**src/sv/tlex_pkg.sv**
```systemverilog
// Package: payload types, lexer state codes, character constants and class functions.
package tlex_pkg;

    typedef struct packed {
        logic [7:0] char_code;
        logic       end_of_input;
    } in_item_t;

    typedef struct packed {
        logic [1:0] kind;
        logic [7:0] char_out;
        logic       last;
    } out_item_t;

    typedef enum logic [5:0] {
        ST_SEP   = 6'b000001,
        ST_TOKEN = 6'b000010,
        ST_SLASH = 6'b000100,
        ST_LINE  = 6'b001000,
        ST_BLOCK = 6'b010000,
        ST_BSTAR = 6'b100000
    } lex_state_t;

    typedef struct packed {
        lex_state_t next_state;
        logic [1:0] count;
        out_item_t  res0;
        out_item_t  res1;
    } step_t;

    localparam logic [1:0] K_CHAR = 2'd0;
    localparam logic [1:0] K_END  = 2'd1;
    localparam logic [1:0] K_ERR  = 2'd2;
    localparam logic [1:0] K_EOS  = 2'd3;

    localparam logic [1:0] MODE_WORD   = 2'd0;
    localparam logic [1:0] MODE_FNAME  = 2'd1;
    localparam logic [1:0] MODE_SINGLE = 2'd2;

    localparam logic CFG_TOKEN_MODE = 1'b0;
    localparam logic CFG_CTRL_Z     = 1'b1;

    localparam int CFG_DATA_W = 2;
    localparam int QUEUE_DEPTH = 4;
    localparam int QPTR_W = $clog2(QUEUE_DEPTH);
    localparam int QCNT_W = $clog2(QUEUE_DEPTH + 1);

    localparam logic [7:0] CH_CTRL_Z = 8'd26;
    localparam logic [7:0] CH_HASH   = 8'h23;
    localparam logic [7:0] CH_SLASH  = 8'h2F;
    localparam logic [7:0] CH_STAR   = 8'h2A;
    localparam logic [7:0] CH_LF     = 8'h0A;
    localparam logic [7:0] CH_CR     = 8'h0D;
    localparam logic [7:0] CH_TAB    = 8'h09;
    localparam logic [7:0] CH_SPACE  = 8'h20;
    localparam logic [7:0] CH_COMMA  = 8'h2C;
    localparam logic [7:0] CH_SEMI   = 8'h3B;
    localparam logic [7:0] CH_LPAREN = 8'h28;
    localparam logic [7:0] CH_RPAREN = 8'h29;
    localparam logic [7:0] CH_EQUAL  = 8'h3D;
    localparam logic [7:0] CH_UNDER  = 8'h5F;
    localparam logic [7:0] CH_MINUS  = 8'h2D;
    localparam logic [7:0] CH_DOT    = 8'h2E;
    localparam logic [7:0] CH_PLUS   = 8'h2B;
    localparam logic [7:0] CH_COLON  = 8'h3A;
    localparam logic [7:0] CH_BSLASH = 8'h5C;
    localparam logic [7:0] CH_AT     = 8'h40;

    function automatic logic is_alnum(input logic [7:0] c);
        return (c >= 8'h61 && c <= 8'h7A) || (c >= 8'h41 && c <= 8'h5A) ||
               (c >= 8'h30 && c <= 8'h39);
    endfunction

    function automatic logic is_sep(input logic [7:0] c, input logic fname);
        logic base;
        logic extra;
        base  = (c == CH_SPACE) || (c == CH_TAB) || (c == CH_LF) || (c == CH_CR) ||
                (c == CH_COMMA) || (c == CH_SEMI);
        extra = (c == CH_LPAREN) || (c == CH_RPAREN) || (c == CH_EQUAL);
        return base || (!fname && extra);
    endfunction

    function automatic logic is_tok(input logic [7:0] c, input logic fname);
        logic base;
        logic extra;
        base  = is_alnum(c) || (c == CH_UNDER) || (c == CH_MINUS) || (c == CH_DOT) ||
                (c == CH_PLUS);
        extra = (c == CH_COLON) || (c == CH_BSLASH) || (c == CH_SLASH) || (c == CH_AT);
        return base || (fname && extra);
    endfunction

endpackage

```
**src/sv/tlex_core.sv**
```systemverilog
// Lexer next-state and result logic for one character.
module tlex_core (
    input  tlex_pkg::lex_state_t state,
    input  logic [1:0]           token_mode,
    input  logic                 ctrl_z_is_end,
    input  tlex_pkg::in_item_t   item,
    output tlex_pkg::step_t      step
);
    import tlex_pkg::*;

    function automatic out_item_t mk(input logic [1:0] k, input logic [7:0] ch,
                                     input logic lst);
        out_item_t r;
        r.kind     = k;
        r.char_out = (k == K_CHAR) ? ch : 8'd0;
        r.last     = lst;
        return r;
    endfunction

    logic [7:0] c;
    logic       eoi;
    logic       fname;
    logic       single;

    assign c      = item.char_code;
    assign eoi    = item.end_of_input || (ctrl_z_is_end && (c == CH_CTRL_Z));
    assign fname  = (token_mode == MODE_FNAME);
    assign single = (token_mode == MODE_SINGLE);

    always_comb
    begin
        step.next_state = ST_SEP;
        step.count      = 2'd0;
        step.res0       = '0;
        step.res1       = '0;
        unique case (state)
            ST_TOKEN:
            begin
                if (eoi)
                begin
                    step.count = 2'd2;
                    step.res0  = mk(K_END, 8'd0, 1'b0);
                    step.res1  = mk(K_EOS, 8'd0, 1'b1);
                end
                else if (is_sep(c, fname))
                begin
                    step.count = 2'd1;
                    step.res0  = mk(K_END, 8'd0, 1'b1);
                end
                else if (is_tok(c, fname))
                begin
                    step.count      = 2'd1;
                    step.res0       = mk(K_CHAR, c, 1'b1);
                    step.next_state = ST_TOKEN;
                end
                else
                begin
                    step.count = 2'd1;
                    step.res0  = mk(K_ERR, 8'd0, 1'b1);
                end
            end
            ST_SLASH:
            begin
                if (eoi)
                begin
                    step.count = 2'd2;
                    step.res0  = mk(K_ERR, 8'd0, 1'b0);
                    step.res1  = mk(K_EOS, 8'd0, 1'b1);
                end
                else if (c == CH_SLASH)
                begin
                    step.next_state = ST_LINE;
                end
                else if (c == CH_STAR)
                begin
                    step.next_state = ST_BLOCK;
                end
                else
                begin
                    step.count = 2'd1;
                    step.res0  = mk(K_ERR, 8'd0, 1'b1);
                end
            end
            ST_LINE:
            begin
                if (eoi)
                begin
                    step.count = 2'd1;
                    step.res0  = mk(K_EOS, 8'd0, 1'b1);
                end
                else if (c != CH_LF)
                begin
                    step.next_state = ST_LINE;
                end
            end
            ST_BLOCK, ST_BSTAR:
            begin
                if (eoi)
                begin
                    step.count = 2'd2;
                    step.res0  = mk(K_ERR, 8'd0, 1'b0);
                    step.res1  = mk(K_EOS, 8'd0, 1'b1);
                end
                else if (c == CH_STAR)
                begin
                    step.next_state = ST_BSTAR;
                end
                else if (!((state == ST_BSTAR) && (c == CH_SLASH)))
                begin
                    step.next_state = ST_BLOCK;
                end
            end
            default:
            begin
                if (eoi)
                begin
                    step.count = 2'd1;
                    step.res0  = mk(K_EOS, 8'd0, 1'b1);
                end
                else if (is_sep(c, fname))
                begin
                    step.count = 2'd0;
                end
                else if (is_tok(c, fname))
                begin
                    if (single)
                    begin
                        step.count = 2'd2;
                        step.res0  = mk(K_CHAR, c, 1'b0);
                        step.res1  = mk(K_END, 8'd0, 1'b1);
                    end
                    else
                    begin
                        step.count      = 2'd1;
                        step.res0       = mk(K_CHAR, c, 1'b1);
                        step.next_state = ST_TOKEN;
                    end
                end
                else if (c == CH_SLASH)
                begin
                    step.next_state = ST_SLASH;
                end
                else if (c == CH_HASH)
                begin
                    step.next_state = ST_LINE;
                end
                else
                begin
                    step.count = 2'd1;
                    step.res0  = mk(K_ERR, 8'd0, 1'b1);
                end
            end
        endcase
    end

endmodule

```
**src/sv/tlex_outq.sv**
```systemverilog
// Result queue: takes up to two results per cycle, hands out one per transfer.
module tlex_outq (
    input  logic                clk,
    input  logic                rst_n,
    input  logic                push,
    input  tlex_pkg::step_t     step,
    output logic                room,
    output logic                out_valid,
    input  logic                out_stall,
    output tlex_pkg::out_item_t out_data
);
    import tlex_pkg::*;

    out_item_t         q_reg [QUEUE_DEPTH];
    logic [QPTR_W-1:0] rd_ptr_reg;
    logic [QPTR_W-1:0] rd_ptr_next;
    logic [QPTR_W-1:0] wr_ptr_reg;
    logic [QPTR_W-1:0] wr_ptr_next;
    logic [QPTR_W-1:0] wr_ptr_plus1;
    logic [QCNT_W-1:0] count_reg;
    logic [QCNT_W-1:0] count_next;
    logic [QCNT_W-1:0] push_n;
    logic              pop;

    assign out_valid    = (count_reg != '0);
    assign out_data     = q_reg[rd_ptr_reg];
    assign pop          = out_valid && !out_stall;
    assign room         = (count_reg <= QCNT_W'(QUEUE_DEPTH - 2));
    assign push_n       = push ? QCNT_W'(step.count) : '0;
    assign wr_ptr_plus1 = wr_ptr_reg + QPTR_W'(1);
    assign rd_ptr_next  = pop ? rd_ptr_reg + QPTR_W'(1) : rd_ptr_reg;
    assign wr_ptr_next  = wr_ptr_reg + QPTR_W'(push_n);
    assign count_next   = count_reg + push_n - QCNT_W'(pop);

    always_ff @(posedge clk or negedge rst_n)
    begin
        if (!rst_n)
        begin
            rd_ptr_reg <= '0;
            wr_ptr_reg <= '0;
            count_reg  <= '0;
        end
        else
        begin
            rd_ptr_reg <= rd_ptr_next;
            wr_ptr_reg <= wr_ptr_next;
            count_reg  <= count_next;
        end
    end

    always_ff @(posedge clk)
    begin
        if (push && (step.count != 2'd0))
        begin
            q_reg[wr_ptr_reg] <= step.res0;
        end
        if (push && (step.count == 2'd2))
        begin
            q_reg[wr_ptr_plus1] <= step.res1;
        end
    end

endmodule

```
**src/sv/token_lexer_with_comments_top.sv**
```systemverilog
// Top level of the streaming token lexer with comment skipping.
//
//  channel | signals                         | direction
//  --------+---------------------------------+----------
//  input   | in_valid, in_stall, in_data     | in
//  output  | out_valid, out_stall, out_data  | out
//  config  | cfg_we, cfg_index, cfg_data     | in
//
// A character is held in the input register, is lexed into the result queue,
// and its results are handed out from the queue head. One character per cycle
// is taken while the queue has room for two results; the output drains one result
// per cycle while out_stall is low, so that sets the rate.
// Reset puts the lexer between tokens with token_mode 0 and ctrl_z_is_end 1.
// Output stall holds the queue head and backs up into in_stall once room drops.
module token_lexer_with_comments_top (
    input  logic                          clk,
    input  logic                          rst_n,
    input  logic                          in_valid,
    output logic                          in_stall,
    input  tlex_pkg::in_item_t            in_data,
    output logic                          out_valid,
    input  logic                          out_stall,
    output tlex_pkg::out_item_t           out_data,
    input  logic                          cfg_we,
    input  logic                          cfg_index,
    input  logic [tlex_pkg::CFG_DATA_W-1:0] cfg_data
);
    import tlex_pkg::*;

    in_item_t   item_reg;
    logic       item_vld_reg;
    logic       item_vld_next;
    lex_state_t state_reg;
    logic [1:0] token_mode_reg;
    logic       ctrl_z_reg;
    step_t      step;
    logic       room;
    logic       advance;
    logic       in_take;

    assign advance       = item_vld_reg && room;
    assign in_stall      = item_vld_reg && !advance;
    assign in_take       = in_valid && !in_stall;
    assign item_vld_next = in_take || (item_vld_reg && !advance);

    tlex_core u_core (
        .state         (state_reg),
        .token_mode    (token_mode_reg),
        .ctrl_z_is_end (ctrl_z_reg),
        .item          (item_reg),
        .step          (step)
    );

    tlex_outq u_outq (
        .clk       (clk),
        .rst_n     (rst_n),
        .push      (advance),
        .step      (step),
        .room      (room),
        .out_valid (out_valid),
        .out_stall (out_stall),
        .out_data  (out_data)
    );

    always_ff @(posedge clk or negedge rst_n)
    begin
        if (!rst_n)
        begin
            item_vld_reg   <= 1'b0;
            state_reg      <= ST_SEP;
            token_mode_reg <= MODE_WORD;
            ctrl_z_reg     <= 1'b1;
        end
        else
        begin
            item_vld_reg <= item_vld_next;
            if (advance)
            begin
                state_reg <= step.next_state;
            end
            if (cfg_we)
            begin
                unique case (cfg_index)
                    CFG_TOKEN_MODE: token_mode_reg <= cfg_data;
                    CFG_CTRL_Z:     ctrl_z_reg     <= cfg_data[0];
                    default:        ;
                endcase
            end
        end
    end

    always_ff @(posedge clk)
    begin
        if (in_take)
        begin
            item_reg <= in_data;
        end
    end

endmodule

```
**config.mk**
```make
export PLATFORM = sky130hd
export DESIGN_NAME = token_lexer_with_comments_top
export DESIGN_NICKNAME = d
export VERILOG_FILES = /design/src/sv/tlex_pkg.sv /design/src/sv/tlex_core.sv /design/src/sv/tlex_outq.sv /design/src/sv/token_lexer_with_comments_top.sv
export SDC_FILE = /design/constraint.sdc
export NUM_CORES = 1
export LEC_CHECK = 0
export BUFFER_PORTS_ARGS = -buffer_cell sky130_fd_sc_hd__buf_2
export CAP_MARGIN = 15
export CORE_ASPECT_RATIO = 1.1
export CORE_MARGIN = 4
export CORE_UTILIZATION = 35
export CTS_CLUSTER_DIAMETER = 100
export DETAILED_ROUTE_END_ITERATION = 10
export PLACE_DENSITY_LB_ADDON = 0.15
export SYNTH_ARGS = -nofsm -noshare
export SYNTH_HDL_FRONTEND = slang
export SYNTH_SLANG_ARGS = --single-unit
export TNS_END_PERCENT = 10
```
**constraint.sdc**
```tcl
create_clock -name clk -period 4.3 [get_ports clk]
set_clock_uncertainty 0.15 [all_clocks]
set_input_delay 0.215 -clock clk [delete_from_list [all_inputs] [get_ports clk]]
set_output_delay 0.215 -clock clk [all_outputs]
set_load 0.005 [all_outputs]
```
# Word level (Yosys, flattened, before mapping)
# Memory sizes are Yosys's and may differ from the RTL's.
# Index checks and enable logic that the tools add are counted.
# Widths: inputs -> output; s select.
[classes]
n_reduce_logical = 43
muxes = 42
n_eq_ne = 29
n_bitwise = 1
magnitude_cmp = 7
add_sub_neg = 5
[ops]
columns = ["op", "n"]
rows = [
  ["$eq 8x6->1 const B", 13],
  ["$mux 13", 7],
  ["$pmux 19 s4", 1],
  ["$mux 6", 10],
  ["$mux 12", 3],
  ["$mux 11", 3],
  ["$pmux 11 s3", 1],
  ["$eq 8x4->1 const B", 3],
  ["$eq 8x7->1 const B", 3],
  ["$mux 24", 1],
  ["$mux 22", 1],
  ["$logic_or 1x1->1", 20],
  ["$mux 10", 2],
  ["$mux 19", 1],
  ["$ge 8x7->1 const B", 2],
  ["$le 8x7->1 const B", 2],
  ["$logic_and 1x1->1", 13],
  ["$mux 5", 2],
  ["$eq 8x5->1 const B", 1],
  ["$ge 8x6->1 const B", 1],
  ["$le 8x6->1 const B", 1],
  ["$mux 2", 4],
  ["$mux 4", 2],
  ["$ne 8x4->1 const B", 1],
  ["19 further kinds", 29],
]
[word_totals]
elab_cells = 137
ff_bits = 26
memories = 1
output_inout_bits = 13
mem_bits_rw = 44
[mem_list]
columns = ["name", "depth", "width", "rd", "rd_clocked_by_memory_dff", "write_ports", "line", "source"]
rows = [
  ["u_outq.q_reg", 4, 11, 1, 0, 2, "tlex_outq.sv:14", "out_item_t q_reg [QUEUE_DEPTH];"],
]

# Depth between registers and ports, before layout
# Gate-level depths: netlist of run 1.
[logic_depth]
ltp_word = 17
depth_mapped = 14

# Cells and area by module
# Synthesis of run 1 repeated with hierarchy kept, for this count alone.
[hier_totals]
cells_unflattened = 332
area_unflattened_um2 = 4211.5
[by_module_without_submodules]
columns = ["mod", "seq_area_each_um2", "cells_each", "n_inst", "area_each_um2"]
rows = [
  ["tlex_outq", 1496.4, 155, 1, 2603.7],
  ["tlex_core", 0.0, 141, 1, 940.9],
  ["token_lexer_with_comments_top", 523.0, 36, 1, 666.9],
]

# Worst setup path after synthesis of run 1
# OpenSTA, ideal clock, no wires.
[synth_path]
kind = "reg-to-reg"
start = "reg item_reg[7] (netlist bit)"
end = "reg u_outq.count_reg[2]"
arrival_ps = 2838
path_stages_with_launch = 12
path_buffers = 1
path_slack_ps = 1189
cell_sequence = "edfxtp_1 > buf_2 > or3b_1 > a2111oi_0 > a41o_1 > a211oi_2 > o211ai_4 > inv_2 > ha_1 > fa_1 > xnor2_1 > xnor2_1"
[synth_via]
elab_chain_cells = 16
elab_cells_between_ends = 66
cone_classes = "add/sub (2); order compare (6); eq/ne (20); mux (13); reduce/logical (25)"
[synth_lines]
columns = ["element", "line", "source"]
rows = [
  ["from (decl)", "token_lexer_with_comments_top.sv:30", "in_item_t item_reg;"],
  ["from (signal assigned)", "token_lexer_with_comments_top.sv:96", "item_reg <= in_data;"],
  ["$ge 8x7->1 / $le 8x7->1 (equally long branches)", "tlex_pkg.sv:70", "return (c >= 8'h61 && c <= 8'h7A) || (c >= 8'h41 && c <= 8'h5A) ||"],
  ["$logic_and 1x1->1", "tlex_pkg.sv:70", ""],
  ["$logic_or 1x1->1 (2 in a row)", "tlex_pkg.sv:70", ""],
  ["$logic_or 1x1->1 (4 in a row)", "tlex_pkg.sv:86", "base = is_alnum(c) || (c == CH_UNDER) || (c == CH_MINUS) || (c == CH_DOT) ||"],
  ["$logic_or 1x1->1", "tlex_pkg.sv:89", "return base || (fname && extra);"],
  ["$mux 19", "tlex_core.sv:124", "else if (is_tok(c, fname))"],
  ["$mux 2", "tlex_core.sv:120", "else if (is_sep(c, fname))"],
  ["$mux 13", "tlex_core.sv:115", "if (eoi)"],
  ["$pmux 19 s4 *", "tlex_core.sv:36", "unique case (state)"],
  ["$mux 2 *", "tlex_outq.sv:29", "assign push_n = push ? QCNT_W'(step.count) : '0;"],
  ["$add 3x3->3 *", "tlex_outq.sv:33", "assign count_next = count_reg + push_n - QCNT_W'(pop);"],
  ["$sub 3x1->3 *", "tlex_outq.sv:33", ""],
  ["via u_outq.count_next[2]", "tlex_outq.sv:21", "logic [QCNT_W-1:0] count_next;"],
  ["to (signal assigned)", "tlex_outq.sv:47", "count_reg <= count_next;"],
  ["to (decl)", "tlex_outq.sv:20", "logic [QCNT_W-1:0] count_reg;"],
]
# The timed path passes the listed nets; every way through them passes the cells marked *.
# A chain may end at the register's enable or synchronous reset.

# Worst setup path in the final report of run 1
[layout_path]
start = "reg item_reg[3] (netlist bit)"
end = "reg u_outq.count_reg[2]"
# The elaborated chain is that of the path after synthesis.

==> results of run 1 <==
[what timing repair did]
action | 4_1_cts | 5_1_grt
endpoints found under the setup margin | 0 | 0
hold buffers | 13 | 0
hold endpoints to repair | 30 | 0
[power by group through the flow]
stage,logic [mW],clock network [mW],registers [mW]
6_report,0.975,0.720,1.15
5_1_grt,1.08,0.774,1.19
4_1_cts,0.990,0.733,1.15
3_5_place_dp,0.980,0,1.16
3_3_place_gp,0.972,0,1.16
2_1_floorplan,0.869,0,1.00
[kinds of logic (layout without fill, tap and decap cells)]
logic type	after synthesis	in the layout	share of synthesized area
simple gates	104	104	0.158
flops	70	70	0.449
xor+xnor	11	11	0.0254
mux	15	15	0.0770
buf+inv	37	71	0.0453
compound gates	91	91	0.227
fa+ha+maj	5	5	0.0185
[per-stage QoR]
stage	instances	util
after floorplan	333	-
after CTS	510	0.420
after detailed placement	481	0.381
after global routing	510	0.420
final	510	0.420
after global placement	481	0.381
[worst min-delay path by stage]
stage / from / endpoint / slack [ns]
after floorplan: rst_n / item_vld_reg / -0.23
after global placement: rst_n / token_mode_reg[0] / 0.01
after detailed placement: rst_n / token_mode_reg[0] / 0.01
after CTS: out_stall / u_outq.rd_ptr_reg[0] / 0.04
after global routing: out_stall / u_outq.rd_ptr_reg[0] / 0.07
final: out_stall / u_outq.rd_ptr_reg[0] / 0.04
[routing by layer]
metal,track usage,up-vias,wire [um],share of wire
li1,-,1344,-,-
met1,0.206,1325,4170,0.48
met2,0.237,58,4140,0.47
met3,0.0362,9,326,0.037
met4,0.0307,0,82,0.0094
met5,0,-,0,0
[layout make-up]
type | instances | area, um2
Multi-Input combinational cell | 226 | 1920
Fill cell | 1004 | 6080
Clock inverter | 7 | 60.1
Inverter | 12 | 47.5
Timing Repair Buffer | 43 | 283
Sequential cell | 70 | 1700
Clock buffer | 9 | 225
Tap cell | 143 | 179
[layout by cell type (no fill, tap or decap), drive strengths merged, types with 8 or more instances in the layout]
master / n
a21oi: 8
dfxtp: 32
dfrtp: 15
mux4: 11
clkbuf: 9
dlygate4sd3: 13
a22o: 14
nor2: 15
inv: 17
nand2: 23
buf: 30
a32o: 16
nand2b: 9
edfxtp: 21
xnor2: 8
o21ai: 10
[critical path, cell delays in order, from the launching register on]
cell and delay (ns):
edfxtp_1 0.75, and4bb_1 0.35, a41oi_2 0.35, nand4_2 0.25, a211oi_1 0.24, o21a_1 0.14
buf_4 0.17, inv_4 0.09, ha_1 0.28, inv_1 0.05, fa_1 0.43, xnor2_1 0.18
xnor2_1 0.14
==> summary.md, run 1 <==
| Metric | Value |
|---|---|
| DRT Pass-1 Iters | 4 |
| Worst slew margin | 0.472 |
| Fin worst setup slack | 0.632 ns |
| Clk root buf | clkbuf_16 |
| Port bufs | 29 |
| Setup Viol. Count Final | 0 |
| Dominant synthesized flop cell | dfxtp_1 |
| Largest net degree at the start of global routing | 21 |
| ANT cells | 0 |
| Synth top area share | 0.169 |
| Post-DP HPWL | a little over 6000 um |
| Tot Pwr | approximately 2.8 mW |
| Sw frac | 0.378 |
| Max reg flops | 44 |
| Critical Path End Type | flip-flop |
| Drt total wl | 8710 um |
| Area contributors post-synth | dfxtp_1 17%, edfxtp_1 17%, dfrtp_1 9.9%, mux4_2 6.5%, a32o_1 4.2% |
| Worst-Skew Late Latency | 0.33 ns |
| Routed vias | 2,736 |
| Initial antenna violation count | 0 |
| Sequential share of power | 0.404 |
| Top-count cell post-synth | dfxtp_1 |
| Initial Util | 0.361 |
| Clock network power share | 0.253 |
| H-tree levels | 3 |
| P_sw | 1.07 mW |
| Vias in the first global route | 2,720 |
| FF-to-FF Start | item_reg[3] |
| R2r endpoint | u_outq.count_reg[2] |
| Unrepaired setup endpoints after global routing | no |
| Min cycle time layout | between 3 and 4 ns |
| Least-Margin Pin Slew | 0.792 ns |
| CP startpoint kind | flip-flop |
| GRT Util Overall | 0.148 |
| Setup bufs post-CTS | 0 |
| Final Max Slew Viols | 0 |
| Max Fclk | 0.273 GHz |
| CP Max Fanout | 20 |
| Area of placed instances | 3990 um2 |
| Clock sinks | 70 |
| Worst Setup EP | u_outq.count_reg[2] |
| Synth Area per Inst | 11.4 um2 |
| Die Area | around 13,000 um2 |
| DRT iter0 DRCs | 106 |
| Distinct cells, synth | 68 |
| Design Area, Final | between 4000 and 5000 um2 |
| Logic pwr share | 0.343 |
| Seq/Total Area, Yosys | 0.449 |
| Synth area leader | dfxtp_1 |
| GRT overflow | 0 |
| Reg-to-reg slack, setup | 0.63 ns |
| Power per cell area | 645 nW/um2 |
| Final hold slack | 0.0420 ns |
| Maxcap violations | 0 |
| Required @ worst endpoint | about 4.4 ns |
| Cells after Synth | 333 |
| Post-synth EDFFs | 21 |
| Hold crit path type | in2reg |
| Status | complete, no violations |
| Leakage | 1.66 nW |
| Kind of critical path | reg2reg |
| Clk slew on worst S/H paths | 0.07 ns |
| VDD IR max | around 0.24 mV |
| Hold Violations, Final | 0 |
| Top cells by instance count after synthesis | 32 x dfxtp_1, 23 x nand2_1, 21 x edfxtp_1 |
| Total Neg Setup Slack | 0 ns |
| Num CTS Buffers | 9 |
| Chip width | roughly 110 um |
| Resized cells post-CTS | 0 |
| Synth warn | 0 |
| FFs w/ async S/R, synth | 0.243 |
| Arrival time at the worst endpoint | 3.77 ns |
| TritonCTS clock tree | built |
| Gpl congestion | 0.800 |
| Setup slack at placement | 0.692 ns |
| Worst hold path stage count | 3 |
| CP Launch Point | item_reg[3] |
| Core ar. | 10,500 um2 |
| Fin nets | 384 |
| Vias/cell | 5.36 |
| Pint | 1.77 mW |
| WL per Instance | about 17 um |
| Syn-to-layout area delta | 16.5% |
| # IOs | 30 |
| Cell count of the worst reg-to-reg path | 12 |
| First-pass GRT wire length | 14,500 um |
| Maximum buffer depth of the clock tree | 2 |
| Syn_nets | 355 |
| Crit share post-route | 0.853 |
| Flops & latches, synth | 70 |
| Num rows | 39 |
| Final ANT Viol Nets | 0 |
| Die height | 117 um |
| Number of remaining DRC errors | 0 |
| Mapped Area | 3790 um2 |
| Layout cell share with drive strength beyond 1 | 0.234 |
Power figures use the tool's default switching activity.
==> run 2: changes to the inputs <==
--- a/config.mk
+++ b/config.mk
@@ -13,6 +13,7 @@
 export CTS_CLUSTER_DIAMETER = 100
 export DETAILED_ROUTE_END_ITERATION = 10
 export PLACE_DENSITY_LB_ADDON = 0.15
+export REMOVE_ABC_BUFFERS = 1
 export SYNTH_ARGS = -nofsm -noshare
 export SYNTH_HDL_FRONTEND = slang
 export SYNTH_SLANG_ARGS = --single-unit
==> summary.md, run 2 (synthesis results as in run 1) <==
| Metric | Value |
|---|---|
| Status | complete, no violations |
| CP most frequent cell | xnor2_1 |
| Setup Viol. Count Final | 0 |
| Sw frac | 0.365 |
| Clock sinks | 70 |
| Final Util | 0.424 |
| Num CTS Buffers | 9 |
| Critical Path End Type | flip-flop |
| Hold crit path type | in2reg |
| Core ar. | 10,500 um2 |
| P_sw | around 1.1 mW |
| Worst slew margin | 0.443 |
| Syn-to-layout area delta | 17.4% |
| GRT overflow | 0 |
| Leakage | 1.68 nW |
| Vias in the first global route | 2,707 |
| Area of placed instances | 3990 um2 |
| Logic pwr share | 0.334 |
| Critical path cell sequence | and4bb_1 > a41oi_2 > nand4_2 > a211oi_1 > o21a_1 > buf_4 > inv_4 > ha_1 > inv_1 > fa_1 > xnor2_1 > xnor2_1 |
| Maximum buffer depth of the clock tree | 2 |
| Worst Setup EP | u_outq.count_reg[2] |
| Power per cell area | between 600 and 700 nW/um2 |
| CP max stage delay | 0.76 ns |
| CP Launch Point | item_reg[3] |
| FF-to-FF Start | item_reg[3] |
| Clk root buf | clkbuf_16 |
| Kind of critical path | reg2reg |
| Vias/cell | ~5.4 |
| Reg-to-reg slack, setup | around 0.63 ns |
| Port bufs | 29 |
| ANT cells | 0 |
| Layout cell share with drive strength beyond 1 | 0.234 |
| Gpl congestion | 0.813 |
| Required @ worst endpoint | 4.40 ns |
| Setup slack at placement | 0.669 ns |
| Arrival time at the worst endpoint | 3.76 ns |
| Most common cell after layout, fill and taps aside | dfxtp_1 |
| Fin worst setup slack | about 0.63 ns |
| Max Fclk | 0.273 GHz |
| CP Max Fanout | 20 |
| Clk slew on worst S/H paths | 0.06 ns |
| Largest net degree at the start of global routing | 21 |
| Crit share post-route | 0.853 |
| Initial antenna violation count | 0 |
| Min cycle time layout | 3.67 ns |
| Worst hold path stage count | 3 |
| Post-DP HPWL | 6160 um |
| GRT Util Overall | 0.149 |
| Hold Violations, Final | 0 |
| Final ANT Viol Nets | 0 |
| Maxcap violations | 0 |
| CP max stage cell | edfxtp_1 |
| Die height | ~120 um |
| Num rows | 39 |
| Drt total wl | between 8000 and 9000 um |
| Die Area | 12,500 um2 |
| Fin nets | 384 |
| Total Neg Setup Slack | 0 ns |
| TritonCTS clock tree | built |
| Most frequent cells in the layout | 32 x dfxtp_1, 29 x buf_2, 23 x nand2_1 |
| Design Area, Final | 4450 um2 |
| R2r endpoint | u_outq.count_reg[2] |
| H-tree levels | 3 |
| Unrepaired setup endpoints after global routing | no |
| Pint | 1.86 mW |
| Least-Margin Pin Slew | 0.835 ns |
| Routed vias | between 2,000 and 3,000 |
| DRT iter0 DRCs | between 150 and 200 |
| Initial Util | 0.361 |
| CP startpoint kind | flip-flop |
| Fillers | 1,009 |
| VDD IR max | 0.227 mV |
| WL per Instance | 17.3 um |
| Max reg flops | 44 |
| First-pass GRT wire length | 14,700 um |
| # IOs | 30 |
| Chip width | 107 um |
| DRT Pass-1 Iters | 5 |
| Cell count of the worst reg-to-reg path | 12 |
| Worst-Skew Late Latency | about 0.33 ns |
| Sequential share of power | 0.392 |
| Number of remaining DRC errors | 0 |
| Final Max Slew Viols | 0 |
| Clock network power share | 0.274 |
==> run 2: changes by cell type in the layout (fill, tap and decap cells not counted) <==
cell / change
inv_4: -1
clkinv_4: -1
clkinvlp_4: -1
clkbuf_16: +1
bufinv_16: +1
clkinv_2: +1
==> run 2: per-layer routing <==
| metal | up-vias | track usage | share of wire |
|---|---|---|---|
| met2 | 75 | 0.246 | 0.48 |
| met3 | 6 | 0.0307 | 0.052 |
| met5 | - | 0 | 0 |
| li1 | 1349 | - | - |
| met1 | 1331 | 0.201 | 0.46 |
| met4 | 0 | 0.0367 | 0.0085 |
==> run 2: area by class of cell <==
| type | count | area, um2 | area share |
|---|---|---|---|
| multi-input cells | 226 | 1920 | 0.431 |
| well taps | 143 | 179 | 0.0402 |
| clock inverters | 6 | 72.6 | 0.0163 |
| inverters | 12 | 47.5 | 0.0107 |
| clock buffers | 10 | 250 | 0.0563 |
| repair buffers | 43 | 283 | 0.0636 |
| flip-flops and latches | 70 | 1700 | 0.382 |
==> run 2: how the worst min path moves through the flow <==
stage,end,startpoint,slack (ns)
floorplan,item_vld_reg,rst_n,-0.23
global route,u_outq.rd_ptr_reg[1],out_stall,0.05
global placement,state_reg[5],rst_n,0.02
detailed placement,state_reg[5],rst_n,0.02
finish,u_outq.rd_ptr_reg[0],out_stall,0.04
CTS,u_outq.rd_ptr_reg[1],out_stall,0.05
==> run 2: stage by stage <==
stage / total power [mW] / hold slack, ns / instances
2_1_floorplan: 1.83 / -0.231 / 308
3_3_place_gp: 2.13 / 0.0240 / 481
3_5_place_dp: 2.14 / 0.0192 / 481
4_1_cts: 2.96 / 0.0462 / 510
5_1_grt: 3.13 / 0.0537 / 510
6_report: 2.93 / 0.0449 / 510
==> run 2: power groups by stage <==
| stage | Clock, mW | Sequential (mW) | Combinational, mW |
|---|---|---|---|
| after global placement | 0 | 1.16 | 0.972 |
| after global routing | 0.858 | 1.18 | 1.09 |
| after floorplan | 0 | 1.08 | 0.746 |
| final | 0.801 | 1.15 | 0.979 |
| after CTS | 0.822 | 1.15 | 0.990 |
| after detailed placement | 0 | 1.16 | 0.976 |
==> run 2: critical path, delay by kind of cell, from the launching register on <==
kind	cells	cell delay, ns
xor gates and xnor gates	2	0.33
DFF	1	0.76
buffers and inverters	3	0.33
AOI/OAI and AO/OA	3	0.71
and+or+nand+nor	2	0.60
adders and majority gates	2	0.70
==> run 2: repair_timing <==
item | CTS | global route
buffers inserted | 0 | 0
endpoints found under the hold margin | 30 | 0
gates resized for setup | 0 | 0
hold buffers | 13 | 0
setup endpoints to repair | 0 | 0
